**config.mk**
```make
export PLATFORM = sky130hd
export DESIGN_NAME = vcrc_wide_mul
export DESIGN_NICKNAME = d
export VERILOG_FILES = /design/src/rtl/core/voxel_capsule_region_classifier_core_defines.svh /design/src/rtl/core/vcrc_pkg.sv /design/src/rtl/core/vcrc_wide_mul.sv
export SDC_FILE = /design/constraint.sdc
export NUM_CORES = 2
export LEC_CHECK = 0
export BUFFER_PORTS_ARGS = -buffer_cell sky130_fd_sc_hd__buf_2
export CAP_MARGIN = 20
export CORE_MARGIN = 1
export CORE_UTILIZATION = 60
export DETAILED_ROUTE_END_ITERATION = 10
export GPL_ROUTABILITY_DRIVEN = 0
export GPL_TIMING_DRIVEN = 0
export HOLD_SLACK_MARGIN = 0.06
export PLACE_DENSITY = 0.77
export SLEW_MARGIN = 15
export SYNTH_ARGS = -nofsm -noshare
export SYNTH_HDL_FRONTEND = slang
export SYNTH_SLANG_ARGS = --single-unit
```
**constraint.sdc**
```tcl
create_clock -name clk_i -period 9.6 [get_ports clk_i]
set_clock_uncertainty 0.1 [all_clocks]
set_input_delay 0.96 -clock clk_i [delete_from_list [all_inputs] [get_ports clk_i]]
set_output_delay 0.96 -clock clk_i [all_outputs]
set_load 0.02 [all_outputs]
```
**src/rtl/core/voxel_capsule_region_classifier_core_defines.svh**
```systemverilog
// Assertion macros for the capsule region classifier.
// Both expect clk_i and rst_ni in the scope where they are used.
`ifndef VOXEL_CAPSULE_REGION_CLASSIFIER_CORE_DEFINES_SVH
`define VOXEL_CAPSULE_REGION_CLASSIFIER_CORE_DEFINES_SVH

`ifndef SYNTHESIS

`define VCRC_ASSERT(name, prop) \
  name: assert property (@(posedge clk_i) disable iff (!rst_ni) prop) \
    else $error("vcrc: assertion failed");

`define VCRC_ASSERT_IMP(name, ante, cons) \
  name: assert property (@(posedge clk_i) disable iff (!rst_ni) (ante) |-> (cons)) \
    else $error("vcrc: implication failed");

`else

`define VCRC_ASSERT(name, prop)

`define VCRC_ASSERT_IMP(name, ante, cons)

`endif

`endif

```
**src/rtl/core/vcrc_pkg.sv**
```systemverilog
package vcrc_pkg;

  localparam int COORD_W      = 16;
  localparam int LABEL_W      = 16;
  localparam int EDGE_LABEL_W = 8;
  localparam int RSQ_W        = 34;
  localparam int AXIS_W       = COORD_W + 1;
  localparam int DIFF_W       = COORD_W + 1;   // pos - head
  localparam int TAIL_W       = COORD_W + 2;   // pos - head - axis
  localparam int DSQ_W        = 2 * DIFF_W;
  localparam int ESQ_W        = 2 * TAIL_W;
  localparam int ASQ_W        = 2 * AXIS_W;
  localparam int PRD_W        = AXIS_W + DIFF_W;
  localparam int DD_W         = DSQ_W + 2;
  localparam int EE_W         = ESQ_W + 2;
  localparam int AA_W         = ASQ_W + 2;
  localparam int DOT_W        = PRD_W + 2;
  localparam int CMP_W        = (EE_W > RSQ_W) ? EE_W : RSQ_W;
  localparam int SC_W         = (AA_W > DOT_W - 1) ? AA_W : DOT_W - 1;
  localparam int MUL_W        = (DD_W > RSQ_W) ? DD_W : RSQ_W;
  localparam int HALF_W       = (MUL_W + 1) / 2;
  localparam int OPND_W       = 2 * HALF_W;
  localparam int WPROD_W      = 2 * OPND_W;

  localparam int IN_FIELDS_W  = LABEL_W + 3 * COORD_W;
  localparam int IN_TDATA_W   = ((IN_FIELDS_W + 7) / 8) * 8;
  localparam int OUT_FIELDS_W = 4;
  localparam int OUT_TDATA_W  = ((OUT_FIELDS_W + 7) / 8) * 8;

  localparam int CFG_IDX_W    = 3;
  localparam int CFG_DATA_W   = RSQ_W;
  localparam int NSTG         = 7;

  typedef enum logic [CFG_IDX_W-1:0] {
    REG_HEAD_X   = 3'd0,
    REG_HEAD_Y   = 3'd1,
    REG_HEAD_Z   = 3'd2,
    REG_AXIS_X   = 3'd3,
    REG_AXIS_Y   = 3'd4,
    REG_AXIS_Z   = 3'd5,
    REG_RADIUS_SQ = 3'd6,
    REG_EDGE_LABEL = 3'd7
  } cfg_reg_e;

  typedef enum logic [2:0] {
    HIT_BG    = 3'd0,
    HIT_LABEL = 3'd1,
    HIT_HEAD  = 3'd2,
    HIT_TAIL  = 3'd3,
    HIT_CYL   = 3'd4,
    HIT_OUT   = 3'd5
  } hit_e;

  // stage enables for the split multiplier
  typedef struct packed {
    logic part;
    logic sum;
  } mul_en_t;

endpackage

```
**src/rtl/core/vcrc_wide_mul.sv**
```systemverilog
// Unsigned OPND_W x OPND_W multiply over two stages:
// four half-width partial products, then one shifted sum.
module vcrc_wide_mul import vcrc_pkg::*; (
  input  logic                clk_i,
  input  mul_en_t             en_i,
  input  logic [OPND_W-1:0]   a_i,
  input  logic [OPND_W-1:0]   b_i,
  output logic [WPROD_W-1:0]  p_o
);

  logic [HALF_W-1:0]   a_lo, a_hi, b_lo, b_hi;
  logic [OPND_W-1:0]   ll_d, lh_d, hl_d, hh_d;
  logic [OPND_W-1:0]   ll_q, lh_q, hl_q, hh_q;
  logic [WPROD_W-1:0]  p_d, p_q;

  assign a_lo = a_i[HALF_W-1:0];
  assign a_hi = a_i[OPND_W-1:HALF_W];
  assign b_lo = b_i[HALF_W-1:0];
  assign b_hi = b_i[OPND_W-1:HALF_W];

  assign ll_d = OPND_W'(a_lo) * OPND_W'(b_lo);
  assign lh_d = OPND_W'(a_lo) * OPND_W'(b_hi);
  assign hl_d = OPND_W'(a_hi) * OPND_W'(b_lo);
  assign hh_d = OPND_W'(a_hi) * OPND_W'(b_hi);

  always_ff @(posedge clk_i) begin
    if (en_i.part) begin
      ll_q <= ll_d;
      lh_q <= lh_d;
      hl_q <= hl_d;
      hh_q <= hh_d;
    end
  end

  // hh and ll do not overlap, so they concatenate
  assign p_d = {hh_q, ll_q}
             + {{HALF_W{1'b0}}, lh_q, {HALF_W{1'b0}}}
             + {{HALF_W{1'b0}}, hl_q, {HALF_W{1'b0}}};

  always_ff @(posedge clk_i) begin
    if (en_i.sum) begin
      p_q <= p_d;
    end
  end

  assign p_o = p_q;

endmodule

```
==> summary.md <==
| Metric | Value |
|---|---|
| Post-route DRC | 0 |
| Worst R2R End | p_o[71] |
| Synthesized Nets | roughly 7100 |
| Clock latency on the worst-skew pair | between 0.5 and 0.6 ns |
| Cell variety after synth | 66 |
| Pre-antenna DRT Iters | 6 |
| Worst-path maximum fanout | 10 |
| Initial antenna violation count | 29 |
| Vias | a little over 40000 |
| Avg Inst Size Synth | ~9.4 µm² |
| Largest net degree at the start of global routing | 93 |
| P&R area growth vs syn | 5.56% |
| WL final | 160000 µm |
| Number of global-route vias before repair | between 40000 and 50000 |
| Root Buffer | clkbuf_16 |
| DRT antenna net count | 0 |
| Total GRT Usage | 0.384 |
| Asr flop ratio synth | 0 |
| Die width | about 290 µm |
| Critical path startpoint category | input port |
| Fin. max-slew vios | 0 |
| RSZ-0062 raised after global routing | no |
| PostCTS Resize Cnt | 0 |
| Worst-margin pin slew | approximately 1.3 ns |
| Hold WC Path Type | reg -> reg |
| First-pass GRT wire length | 245000 µm |
| CTS H-tree depth | 1 |
| Maximum root-to-sink buffer count | 3 |
| Top_reg_cell synth | edfxtp_1 |
| Crit. End Element | register |
| Port bufs | 96 |
| Post-Synthesis Cell Area | between 0.05 and 0.06 mm² |
| Outcome | finished, final reports clean |
| Max-slew headroom | 0.113 |
| Yosys top cell area share | 0.413 |
| Post-route cell area | ~0.054 mm² |
| Worst-path clk slew | 0.06 ns |
| Reg2reg setup slack | ~5.0 ns |
| R2R depth | 13 |
| Crit Path Class | in -> reg |
| Final core utilization | 0.644 |
| Ranking of synthesized cells by area | fa_1 (41%), edfxtp_1 (13%), ha_1 (12%) |
| Ratio of cells with drive above 1 in the final layout | 0.0265 |
| Effective utilization at floorplan | 0.610 |
| Final setup fails | 0 |
| FF-to-FF Start | ll_q[19] |
| Final Cycle Share | 0.945 |
| Yosys reg bits | 216 |
| Hold Path Sink | p_o[10] |
| Drt wl/cell | ~24 µm |
| Part of the Yosys area used for sequential elements | 0.126 |
| # clock sinks | about 220 |
| Synth area leader | fa_1 |
| Iteration-0 DRC Markers | between 4000 and 5000 |
| Chip height | about 290 µm |
| I/O Pins | approximately 150 |
| Num CTS Buffers | 24 |
| Rows | roughly 110 |
| Max Cap Viol | 0 |
| Post-DP Area | approximately 0.053 mm² |
| Final HPWL DP | roughly 130000 µm |
| Post-Syn Instances | roughly 5500 |
| Yosys warnings | 0 |
| Fin crit period | 9.07 ns |
| DR vias/cell | between 5 and 6 |
| CTS tree | yes |
| Number of synthesized flops with an enable pin | 216 |
| Die Area | between 0.08 and 0.09 mm² |
| Hold_sp | ll_q[10] |
| Worst path required time | a little under 10 ns |
| Post-CTS setup buffers | 0 |
| Fin nets | between 7000 and 8000 |
| Core Box Area | between 0.08 and 0.09 mm² |
| Hold depth | 0 |
| # hold bufs at CTS | 0 |
| Fmax | 0.110 GHz |
| Crit path DAT | 9.15 ns |
| GRT Residual Overflow | 0 |
| Fin. Hold Viols | 0 |
[cells by family (layout without fill, tap and decap cells)]
| family | count (synthesis) | in the layout | synth area share |
|---|---|---|---|
| buffers and inverters | 1500 | 1645 | 0.110 |
| other | 0 | 31 | 0 |
| multiplexers | 1 | 1 | 0.000195 |
| XOR/XNOR | 157 | 157 | 0.0268 |
| adder cells (fa/ha/maj) | 1537 | 1537 | 0.529 |
| AO/OA/AOI/OAI | 444 | 444 | 0.0560 |
| flip-flops | 216 | 216 | 0.126 |
| AND/OR/NAND/NOR | 1617 | 1617 | 0.152 |
[metrics by stage]
step / hold WS [ns] / setup WS, ns / setup TNS, ns / instances
2_1_floorplan: 0.300 / 2.63 / 0 / 5472
3_5_place_dp: 0.305 / 0.548 / 0 / 6705
3_3_place_gp: 0.300 / -0.298 / -0.298 / 6702
4_1_cts: 0.319 / 1.12 / 0 / 6748
5_1_grt: 0.325 / 0.545 / 0 / 6754
6_report: 0.316 / 0.529 / 0 / 6782
[registers in the layout, summed over array words and instances (netlist names)]
register	flops
hh_q	36
hl_q	36
lh_q	36
ll_q	36
p_o	72
[cells in the mapped netlist (20+ instances only)]
| cell | instances |
|---|---|
| and3_1 | 24 |
| o21ai_0 | 72 |
| xnor2_1 | 119 |
| a21oi_1 | 139 |
| xor2_1 | 38 |
| clkbuf_1 | 280 |
| inv_1 | 1217 |
| ha_1 | 476 |
| nor3_1 | 21 |
| nand4_1 | 20 |
| a21o_1 | 90 |
| nand2b_1 | 21 |
| nand3_1 | 30 |
| and2_1 | 555 |
| nor2_1 | 85 |
| fa_1 | 1061 |
| nand2_1 | 823 |
| edfxtp_1 | 216 |
| a211oi_1 | 21 |
[cell usage in the layout, fill, tap and decap left out, types with 4 or more instances in the layout]
master	count
nor2_1	85
and3_1	24
clkbuf_16	25
a21boi_0	7
a21o_1	90
a31oi_1	14
or3_1	8
nor2b_1	12
nand2_1	823
clkinv_1	5
nand3b_1	4
o21ai_0	72
and2_1	555
nand4_1	20
buf_6	4
o211ai_1	12
a21oi_1	139
o31a_1	7
nor3_1	21
nor4_1	5
clkbuf_1	282
xnor2_1	119
fa_1	1061
a2111oi_0	5
xor2_1	38
nand2b_1	21
o21bai_1	13
edfxtp_1	216
ha_1	476
buf_2	96
clkinv_2	4
a211oi_1	21
inv_1	1217
o21a_1	19
diode_2	31
nand3_1	30
[final cells by class]
type,count,area [µm²]
Antenna cell,31,77.6
Buffer,283,1070
Clock buffer,28,637
Clock inverter,15,131
Fill cell,6775,30000
Inverter,1217,4570
Multi-Input combinational cell,3756,39300
Sequential cell,216,6490
Tap cell,1134,1420
Timing Repair Buffer,102,583
[worst max-delay path: stages]
cell and delay (ns):
clkbuf_1 0.77, clkbuf_1 0.76, nand2_1 0.18, fa_1 0.58
inv_1 0.06, fa_1 0.50, inv_1 0.06, fa_1 0.54
inv_1 0.06, fa_1 0.45, fa_1 0.50, inv_1 0.05
fa_1 0.47, inv_1 0.04, ha_1 0.34, nand2_1 0.11
nor2_1 0.28, nand2_1 0.14, a31oi_1 0.46, o21ai_0 0.27
a21oi_1 0.35, a211oi_1 0.17, xnor2_1 1.04
[layer usage]
layer  routed length [µm]  GRT usage  share of wire  vias to the layer above
met1                56300      0.467           0.35                    19800
li1                     -          -              -                    16700
met3                23400      0.151           0.15                      799
met5                  289          0         0.0018                        -
met2                67600      0.567           0.42                     2849
met4                12000      0.248          0.075                       34
[how the worst max path moves through the flow]
stage	from	endpoint	slack, ns
after floorplan	b_i[21]	hh_q[35]	2.63
after global placement	b_i[22]	lh_q[21]	-0.30
after detailed placement	b_i[27]	lh_q[31]	0.55
after CTS	b_i[27]	lh_q[31]	1.12
after global routing	b_i[27]	lh_q[31]	0.55
final	b_i[27]	lh_q[29]	0.53
Power is not shown: default switching activity piles up to over one toggle a cycle in this logic, so the estimate is an artifact.
